## src/sv/tdpb_pkg.sv

```systemverilog
// Shared constants, types and the write-port bundle for the tail-drop packet buffer.
package tdpb_pkg;

   localparam int DEPTH      = 64;
   localparam int TIME_WIDTH = 40;

   localparam int ADDR_W  = (DEPTH > 1) ? $clog2(DEPTH) : 1;
   localparam int OCC_W   = $clog2(DEPTH + 1);
   localparam int CFG_W   = 7;
   localparam int ARR_W   = 32;
   localparam int PT_W    = 16;
   localparam int OUT_W   = 40;
   localparam int START_W = (TIME_WIDTH > ARR_W) ? TIME_WIDTH : ARR_W;
   localparam int CMP_W   = (OCC_W > CFG_W) ? OCC_W : CFG_W;

   localparam logic [CFG_W-1:0]      CFG_RESET = CFG_W'(64);
   localparam logic [TIME_WIDTH-1:0] TIME_MAX  = {TIME_WIDTH{1'b1}};
   localparam logic [ADDR_W-1:0]     ADDR_LAST = ADDR_W'(DEPTH - 1);
   localparam logic [OCC_W-1:0]      OCC_FULL  = OCC_W'(DEPTH);

   typedef logic [TIME_WIDTH-1:0] time_type;
   typedef logic [ADDR_W-1:0]     addr_type;

   typedef struct packed {
      logic     en;
      addr_type addr;
      time_type data;
   } ram_wr_type;

   function automatic addr_type addr_next(input addr_type a);
      return (a == ADDR_LAST) ? '0 : addr_type'(a + 1'b1);
   endfunction

endpackage

```

## src/sv/tdpb_ram.sv

```systemverilog
// Finish-time storage: one write port, one registered read port with write-through.
module tdpb_ram (
   input  logic                 clock,
   input  tdpb_pkg::ram_wr_type wr,
   input  tdpb_pkg::addr_type   rd_addr,
   output tdpb_pkg::time_type   rd_data
);
   import tdpb_pkg::*;

   time_type mem [DEPTH];
   time_type rd_data_ff;

   always_ff @(posedge clock) begin
      if (wr.en) begin
         mem[wr.addr] <= wr.data;
      end
      if (wr.en && (wr.addr == rd_addr)) begin
         rd_data_ff <= wr.data;
      end else begin
         rd_data_ff <= mem[rd_addr];
      end
   end

   assign rd_data = rd_data_ff;

endmodule

```

## src/sv/tail_drop_packet_buffer.sv

```systemverilog
// Top level: tail-drop packet buffer sequencer, FIFO pointers and result register.
//
//  channel  direction  handshake             payload
//  req      in         req_valid/req_stall   req_arrival_time[31:0], req_process_time[15:0]
//  rsp      out        rsp_valid/rsp_stall   rsp_dropped, rsp_start_time[39:0]
//  csr      in         csr_wr_en             csr_wr_data[6:0] (buffer_size)
//
// An item is accepted in IDLE, then in CHECK removes expired head entries one by one, each
// removal a compare of the head against the registered read of the finish-time RAM.
// The block is stalled on req from the accepting transfer until its result is registered.
// A result waits in the output register; the next item may be accepted meanwhile but
// holds its decision until that register frees. Reset is synchronous and empties the
// queue at once; buffer_size returns to 64.
module tail_drop_packet_buffer (
   input  logic                      clock,
   input  logic                      reset,
   input  logic                      req_valid,
   output logic                      req_stall,
   input  logic [tdpb_pkg::ARR_W-1:0] req_arrival_time,
   input  logic [tdpb_pkg::PT_W-1:0]  req_process_time,
   output logic                      rsp_valid,
   input  logic                      rsp_stall,
   output logic                      rsp_dropped,
   output logic [tdpb_pkg::OUT_W-1:0] rsp_start_time,
   input  logic                      csr_wr_en,
   input  logic [tdpb_pkg::CFG_W-1:0] csr_wr_data
);
   import tdpb_pkg::*;

   typedef enum logic {ST_IDLE, ST_CHECK} state_type;

   state_type         state_ff, state_in;
   logic [CFG_W-1:0]  size_ff;
   addr_type          head_ff, head_in;
   addr_type          tail_ff, tail_in;
   logic [OCC_W-1:0]  occ_ff, occ_in;
   time_type          last_ff, last_in;
   logic [ARR_W-1:0]  arr_ff;
   logic [PT_W-1:0]   pt_ff;
   logic              rsp_valid_ff, rsp_valid_in;
   logic              rsp_dropped_ff, rsp_dropped_in;
   logic [OUT_W-1:0]  rsp_start_ff, rsp_start_in;

   ram_wr_type        wr;
   time_type          head_data;
   logic              rsp_free, expired, full;
   logic [START_W-1:0] start;
   logic [START_W:0]  sum;
   time_type          finish;

   tdpb_ram u_ram (
      .clock   (clock),
      .wr      (wr),
      .rd_addr (head_in),
      .rd_data (head_data)
   );

   assign rsp_free = !rsp_valid_ff || !rsp_stall;
   assign expired  = (occ_ff != '0) &&
                     (START_W'(head_data) <= START_W'(arr_ff));
   assign full     = (CMP_W'(occ_ff) >= CMP_W'(size_ff)) || (occ_ff == OCC_FULL);
   assign start    = (occ_ff == '0) ? START_W'(arr_ff) : START_W'(last_ff);
   assign sum      = (START_W + 1)'(start) + (START_W + 1)'(pt_ff);
   assign finish   = (sum > (START_W + 1)'(TIME_MAX)) ? TIME_MAX : TIME_WIDTH'(sum);

   always_comb begin
      state_in       = state_ff;
      head_in        = head_ff;
      tail_in        = tail_ff;
      occ_in         = occ_ff;
      last_in        = last_ff;
      rsp_valid_in   = rsp_valid_ff && rsp_stall;
      rsp_dropped_in = rsp_dropped_ff;
      rsp_start_in   = rsp_start_ff;
      wr.en          = 1'b0;
      wr.addr        = tail_ff;
      wr.data        = finish;
      case (state_ff)
         ST_IDLE: begin
            if (req_valid) begin
               state_in = ST_CHECK;
            end
         end
         ST_CHECK: begin
            if (expired) begin
               head_in = addr_next(head_ff);
               occ_in  = occ_ff - 1'b1;
            end else if (rsp_free) begin
               state_in     = ST_IDLE;
               rsp_valid_in = 1'b1;
               if (full) begin
                  rsp_dropped_in = 1'b1;
                  rsp_start_in   = '0;
               end else begin
                  rsp_dropped_in = 1'b0;
                  rsp_start_in   = OUT_W'(start);
                  wr.en          = 1'b1;
                  last_in        = finish;
                  tail_in        = addr_next(tail_ff);
                  occ_in         = occ_ff + 1'b1;
               end
            end
         end
         default: begin
            state_in = ST_IDLE;
         end
      endcase
   end

   always_ff @(posedge clock) begin
      if (reset) begin
         state_ff     <= ST_IDLE;
         size_ff      <= CFG_RESET;
         head_ff      <= '0;
         tail_ff      <= '0;
         occ_ff       <= '0;
         rsp_valid_ff <= 1'b0;
      end else begin
         state_ff     <= state_in;
         head_ff      <= head_in;
         tail_ff      <= tail_in;
         occ_ff       <= occ_in;
         rsp_valid_ff <= rsp_valid_in;
         if (csr_wr_en) begin
            size_ff <= csr_wr_data;
         end
      end
      last_ff        <= last_in;
      rsp_dropped_ff <= rsp_dropped_in;
      rsp_start_ff   <= rsp_start_in;
      if (state_ff == ST_IDLE && req_valid) begin
         arr_ff <= req_arrival_time;
         pt_ff  <= req_process_time;
      end
   end

   assign req_stall      = (state_ff != ST_IDLE);
   assign rsp_valid      = rsp_valid_ff;
   assign rsp_dropped    = rsp_dropped_ff;
   assign rsp_start_time = rsp_start_ff;

   a_occ_bound: assert property (@(posedge clock) disable iff (reset)
      occ_ff <= OCC_FULL)
      else $error("occupancy above depth");

   a_ptr_occ: assert property (@(posedge clock) disable iff (reset)
      (int'(tail_ff) == int'(head_ff) + int'(occ_ff)) ||
      (int'(tail_ff) + DEPTH == int'(head_ff) + int'(occ_ff)))
      else $error("pointers disagree with occupancy");

   a_drop_zero: assert property (@(posedge clock) disable iff (reset)
      rsp_valid_ff && rsp_dropped_ff |-> rsp_start_ff == '0)
      else $error("dropped packet with nonzero start time");

   a_no_push_full: assert property (@(posedge clock) disable iff (reset)
      wr.en |-> (occ_ff != OCC_FULL) && !expired)
      else $error("push into full queue or before head removal done");

   a_occ_step: assert property (@(posedge clock) disable iff (reset)
      state_ff == ST_IDLE |=> $past(occ_ff) == occ_ff)
      else $error("occupancy changed while idle");

endmodule

```

## config.mk

```make
export PLATFORM = sky130hd
export DESIGN_NAME = tail_drop_packet_buffer
export DESIGN_NICKNAME = d
export VERILOG_FILES = /design/src/sv/tdpb_pkg.sv /design/src/sv/tdpb_ram.sv /design/src/sv/tail_drop_packet_buffer.sv
export SDC_FILE = /design/constraint.sdc
export NUM_CORES = 2
export LEC_CHECK = 0
export ABC_CLOCK_PERIOD_IN_PS = 10200
export CORE_MARGIN = 4
export CORE_UTILIZATION = 45
export CTS_CLUSTER_DIAMETER = 120
export DETAILED_ROUTE_END_ITERATION = 16
export DONT_BUFFER_PORTS = 1
export HOLD_SLACK_MARGIN = 0.02
export PLACE_DENSITY = 0.64
export SYNTH_ARGS = -nofsm -noshare
export SYNTH_HDL_FRONTEND = slang
export SYNTH_SLANG_ARGS = --single-unit
```

## constraint.sdc

```tcl
create_clock -name clock -period 10.2 [get_ports clock]
set_input_delay 1.02 -clock clock [delete_from_list [all_inputs] [get_ports clock]]
set_output_delay 1.02 -clock clock [all_outputs]
set_load 0.01 [all_outputs]
```

# After elaboration in Yosys (flattened, before gate mapping)
# Memories as Yosys holds them, arrays and structs flattened. A register that Yosys moved wholly into a read port is not among the register bits.
# Cells that the tools add are included.
[classes] muxes=23 order_cmp=3 add_sub_neg=5 n_eq_ne=4 reduce_logical=13 bitwise=3
[op_table] operator="$mux W40" n=2
[op_table] operator="$add A40 B16 Y41" n=1
[op_table] operator="$gt A41 B40 Y1 const B" n=1
[op_table] operator="$le A40 B32 Y1" n=1
[op_table] operator="$mux W6" n=4
[op_table] operator="$mux W7" n=3
[op_table] operator="$mux W1" n=13
[op_table] operator="$add A6 B1 Y6 const B" n=2
[op_table] operator="$eq A6 B6 Y1 const B" n=2
[op_table] operator="$add A7 B1 Y7 const B" n=1
[op_table] operator="$eq A7 B7 Y1 const B" n=1
[op_table] operator="$ge A7 B7 Y1" n=1
[op_table] operator="$logic_not A7 Y1" n=1
[op_table] operator="$reduce_bool A7 Y1" n=1
[op_table] operator="$sub A7 B1 Y7 const B" n=1
[op_table] operator="$reduce_and A3 Y1" n=2
[op_table] operator="$reduce_and A4 Y1" n=1
[op_table] operator="$logic_and A1 B1 Y1" n=3
[op_table] operator="$not A1 Y1" n=3
[op_table] operator="$logic_not A1 Y1" n=2
[op_table] operator="$logic_or A1 B1 Y1" n=2
[op_table] operator="$ne A2 B2 Y1 const B" n=1
[op_table] operator="$pmux W1 S2" n=1
[op_table] operator="$reduce_bool A2 Y1" n=1
[word_totals] ramBits=2560 in_bits=60 ff_bits=157 output_inout_bits=43 word_cells=63 mem_count=1
[memory_table] memory="u_ram.mem" words=64 width=40 rd=1 rd_clocked_by_memory_dff=1 write_ports=1 line="tdpb_ram.sv:10" rtl="time_type mem [DEPTH];"

# Longest topological paths before layout
[depth] ltp_word=8 depth_mapped=30

# Hierarchy
# A second synthesis with hierarchy kept.
[hier_totals] hier_cells=5009 area_unflattened_um2=106055.5
[by_module_without_submodules] module="tdpb_ram" area_per_inst_um2=97155.7 cells_each=4161 n_inst=1
[by_module_without_submodules] module="tail_drop_packet_buffer" area_per_inst_um2=8899.8 cells_each=848 n_inst=1

# Least setup slack after synthesis
# OpenSTA, ideal clock, no wires.
[synth_path] path_kind="register -> register" from="register (tool-made name)" to="memory u_ram.mem[27][0] (netlist bit), enable pin" stages_incl_launch_ff=20 arrival_time_ns=9.103 slack_ns=0.545 setup_time_ns=0.551 cell_sequence="dfxtp_1 > buf_2 > buf_2 > buf_2 > buf_1 > buf_1 > mux4_2 > mux4_2 > mux4_2 > ha_1 > nand4_1 > nor3_1 > and3_1 > o31a_1 > a2111oi_0 > a22oi_1 > a2111o_1 > nand3_1 > buf_2 > nor4b_1"
[synth_lines] item="end, declared" line="tdpb_ram.sv:10"

==> flow_metrics.tcl <==
set metrics [dict create \
    syn_nets 4781 \
    synth_area_per_cell_um2 22.3 \
    worstMarginPinSlew_ns 1.35 \
    firstDrtPassIters 5 \
    synth_top_cells_by_count "edfxtp_1 (2689), mux4_2 (679), clkbuf_1 (126)" \
    synth_top_area_cell "edfxtp_1" \
    fin_crit_sh_pct 80.9 \
    critPathCaptureType "flip-flop" \
    antenna_found_initial 24 \
    pin_count 103 \
    yosysMostFrequentCell "edfxtp_1" \
    clock_path_buffers 4 \
    wirelength_met1_mm 104 \
    grt_pass1_vias 49800 \
    initial_core_util_pct 45.2 \
    yosysUniqueCellTypes 72 \
    cts_tree "yes" \
    synth-seq-cells 2723 \
    syn_to_final_growth_pct 13.1 \
    instances_no_fill 8122 \
    top_layer "met4" \
    slowest_stage "dfxtp_4" \
    grt_pass1_wl_mm 358 \
    synth_flop_cell "edfxtp_1" \
    path_class "reg2reg" \
    p_leak_nw 35.9 \
    drc_errors 0 \
    setup_violations 0 \
    drv_cap 0 \
    vdd_drop_max_uv 176 \
    coreArea_um2 230000 \
    yosys_warnings 0 \
    finalSetupTns_ns 0 \
    hpwlAfterDp_mm 137 \
    run_status "complete, no violations" \
    hp-class "in2reg" \
    viasPerCell 6.10 \
    fin_nets 5009 \
    wirelength_mm 248 \
    worstPathMaxFanout 40 \
    critical-path-top-delay-family "buffers and inverters" \
    fmax_mhz 121 \
    cp.required_ns 10.68 \
    ctsHtreeMaxLevel 5 \
    rsz0062_at_grt "no" \
    globalRouteTotalUtil_pct 20.7 \
    synth-seq-area-share_pct 78.2 \
    wl_met3_mm 21.6 \
    die_h_um 489 \
    cts_buffers 286 \
    drive_gt1_share_pct 26.9 \
    clockRootBuffer "clkbuf_16" \
    synth.top_cell.area_share_pct 77.6 \
    grt_max_degree 126 \
    num_rows 176 \
    clk_latency_ns 0.93 \
    clkTransAtPathRegs_ns 0.06 \
    io_buffers 0 \
    synth-async-reset-ratio_pct 0 \
    cp_data_arrival_time_ns 8.74 \
    relSlewSlack_pct 10.2 \
    die_w_um 489 \
    wl_met2_mm 116 \
    regArea_um2 81400 \
    synth_edf_count 2689 \
    postCtsSetupBuffers 0 \
    drtAntennaViolNets 0 \
    report.final.hold_viol_count 0 \
    place_inst 7623 \
    finalCriticalPeriod_ns 8.25 \
    postSynthCellCount 4657 \
    cts.sinks 2723 \
    drt_iter0_markers 6001 \
    vias 49500 \
    clock-skew-final_ns 0.0825 \
    synth_area_um2 104000 \
    cp_num_buf_inv 4 \
    gp_congestion 0.854 \
    die_area_um2 239000 \
    path_cells "buf_12 > buf_4 > mux4_2 > mux4_2 > mux4_2 > ha_1 > nand4_1 > nor3_1 > and3_1 > o31a_1 > a2111oi_0 > a22oi_1 > a2111o_1 > nand3_4 > buf_4 > nor4_2 > buf_4" \
    fillers 17600 \
    multi_input_area_um2 22100 \
    slowest_delay_ns 0.76 \
    synth.area.top_cells "edfxtp_1 (78%), mux4_2 (15%), ha_1 (0.75%), dfxtp_1 (0.65%), nor4_1 (0.61%)" \
    cp-start-kind "flip-flop" \
    cts_resized 0 \
    overflow 0 \
    report.final.slew_viol_count 0 \
    postCtsHoldBufs 0 \
    power_density_nw_per_um2 215 \
    avgRoutedWirePerCell_um 30.5 \
    whs_ns 0.179 \
]
cell usage in the layout (no fill, tap or decap), types with 10 or more instances in the layout:
cell / count
dfxtp_1: 29
edfxtp_1: 2689
mux2_2: 10
buf_4: 144
nand2b_1: 13
mux2i_1: 29
and2_1: 18
nand2_1: 83
nand2_2: 28
nand3_1: 36
ha_1: 62
xnor2_1: 21
nor4_2: 36
bufinv_16: 20
clkinv_2: 52
clkinv_1: 53
diode_2: 14
and3_1: 17
xor2_1: 22
or4_1: 15
clkbuf_1: 52
a21o_1: 17
inv_1: 57
nor3_1: 84
nor4_1: 68
mux4_2: 679
a211oi_1: 19
nand4_1: 18
nor2_1: 93
o21ai_0: 37
buf_12: 18
clkbuf_16: 292
a21oi_1: 68
nor3_2: 30
flip-flops by register name (all words and copies together), names as in the netlist, named ones only:
name,count
last_ff,40
rsp_start_time,40
occ_ff,7
pt_ff,16
arr_ff,32
tail_ff,6
rsp_valid,1
u_ram.mem,2560
head_ff,6
size_ff,7
req_stall,1
rsp_dropped,1
final timing paths:
path               from  slack [ns]  cells past startpoint               end
max           flip-flop        1.95                     17  u_ram.mem[62][4]
min reg2reg  size_ff[1]        0.50                      2        size_ff[1]
min               reset        0.18                      1        size_ff[1]
max reg2reg   flip-flop        1.95                     17  u_ram.mem[62][4]
metal layers:
metal  track usage [%]  up-vias
li1                  -    20200
met1              30.8    26700
met4              5.32        0
met5                 0        -
met2              32.0     2263
met3              3.93      360
area by class of cell:
class / count / area share [%]
antenna: 14 / 0.0298
multi-input combinational: 1649 / 18.7
inverter: 63 / 0.201
clock buffer: 348 / 6.42
timing repair buffer: 162 / 1.22
sequential: 2723 / 69.2
tap: 3026 / 3.22
clock inverter: 137 / 0.999
power by group:
group          total (mW)  switching (mW)  internal [mW]
Sequential           13.6          0.0469           13.5
Clock                9.84            4.09           5.75
Combinational        1.86            1.59          0.276
Total                25.3            5.72           19.6
cell families (layout without fill, tap and decap cells):
| kind of cell | after synthesis | count (layout) | synth area share (%) |
|---|---|---|---|
| compound gates | 237 | 237 | 1.53 |
| xor+xnor | 43 | 43 | 0.362 |
| fa+ha+maj | 64 | 64 | 0.784 |
| buf+inv | 285 | 710 | 1.08 |
| flops | 2723 | 2723 | 78.2 |
| mux | 718 | 718 | 15.1 |
| other cells | 0 | 14 | 0 |
| simple gates | 587 | 587 | 2.92 |
stage by stage:
step                worst slack, ns  total power, mW  util [%]  cell area (um^2)
detailed placement             2.11             15.7      47.4            109000
floorplan                     0.545             14.8         -            104000
global placement               2.21             15.6      47.4            109000
global route                   1.70             26.1      51.2            118000
CTS                            2.03             25.5      51.1            118000
finish                         1.95             25.3      51.2            118000
Note: power is estimated with default switching activity, not from simulation.
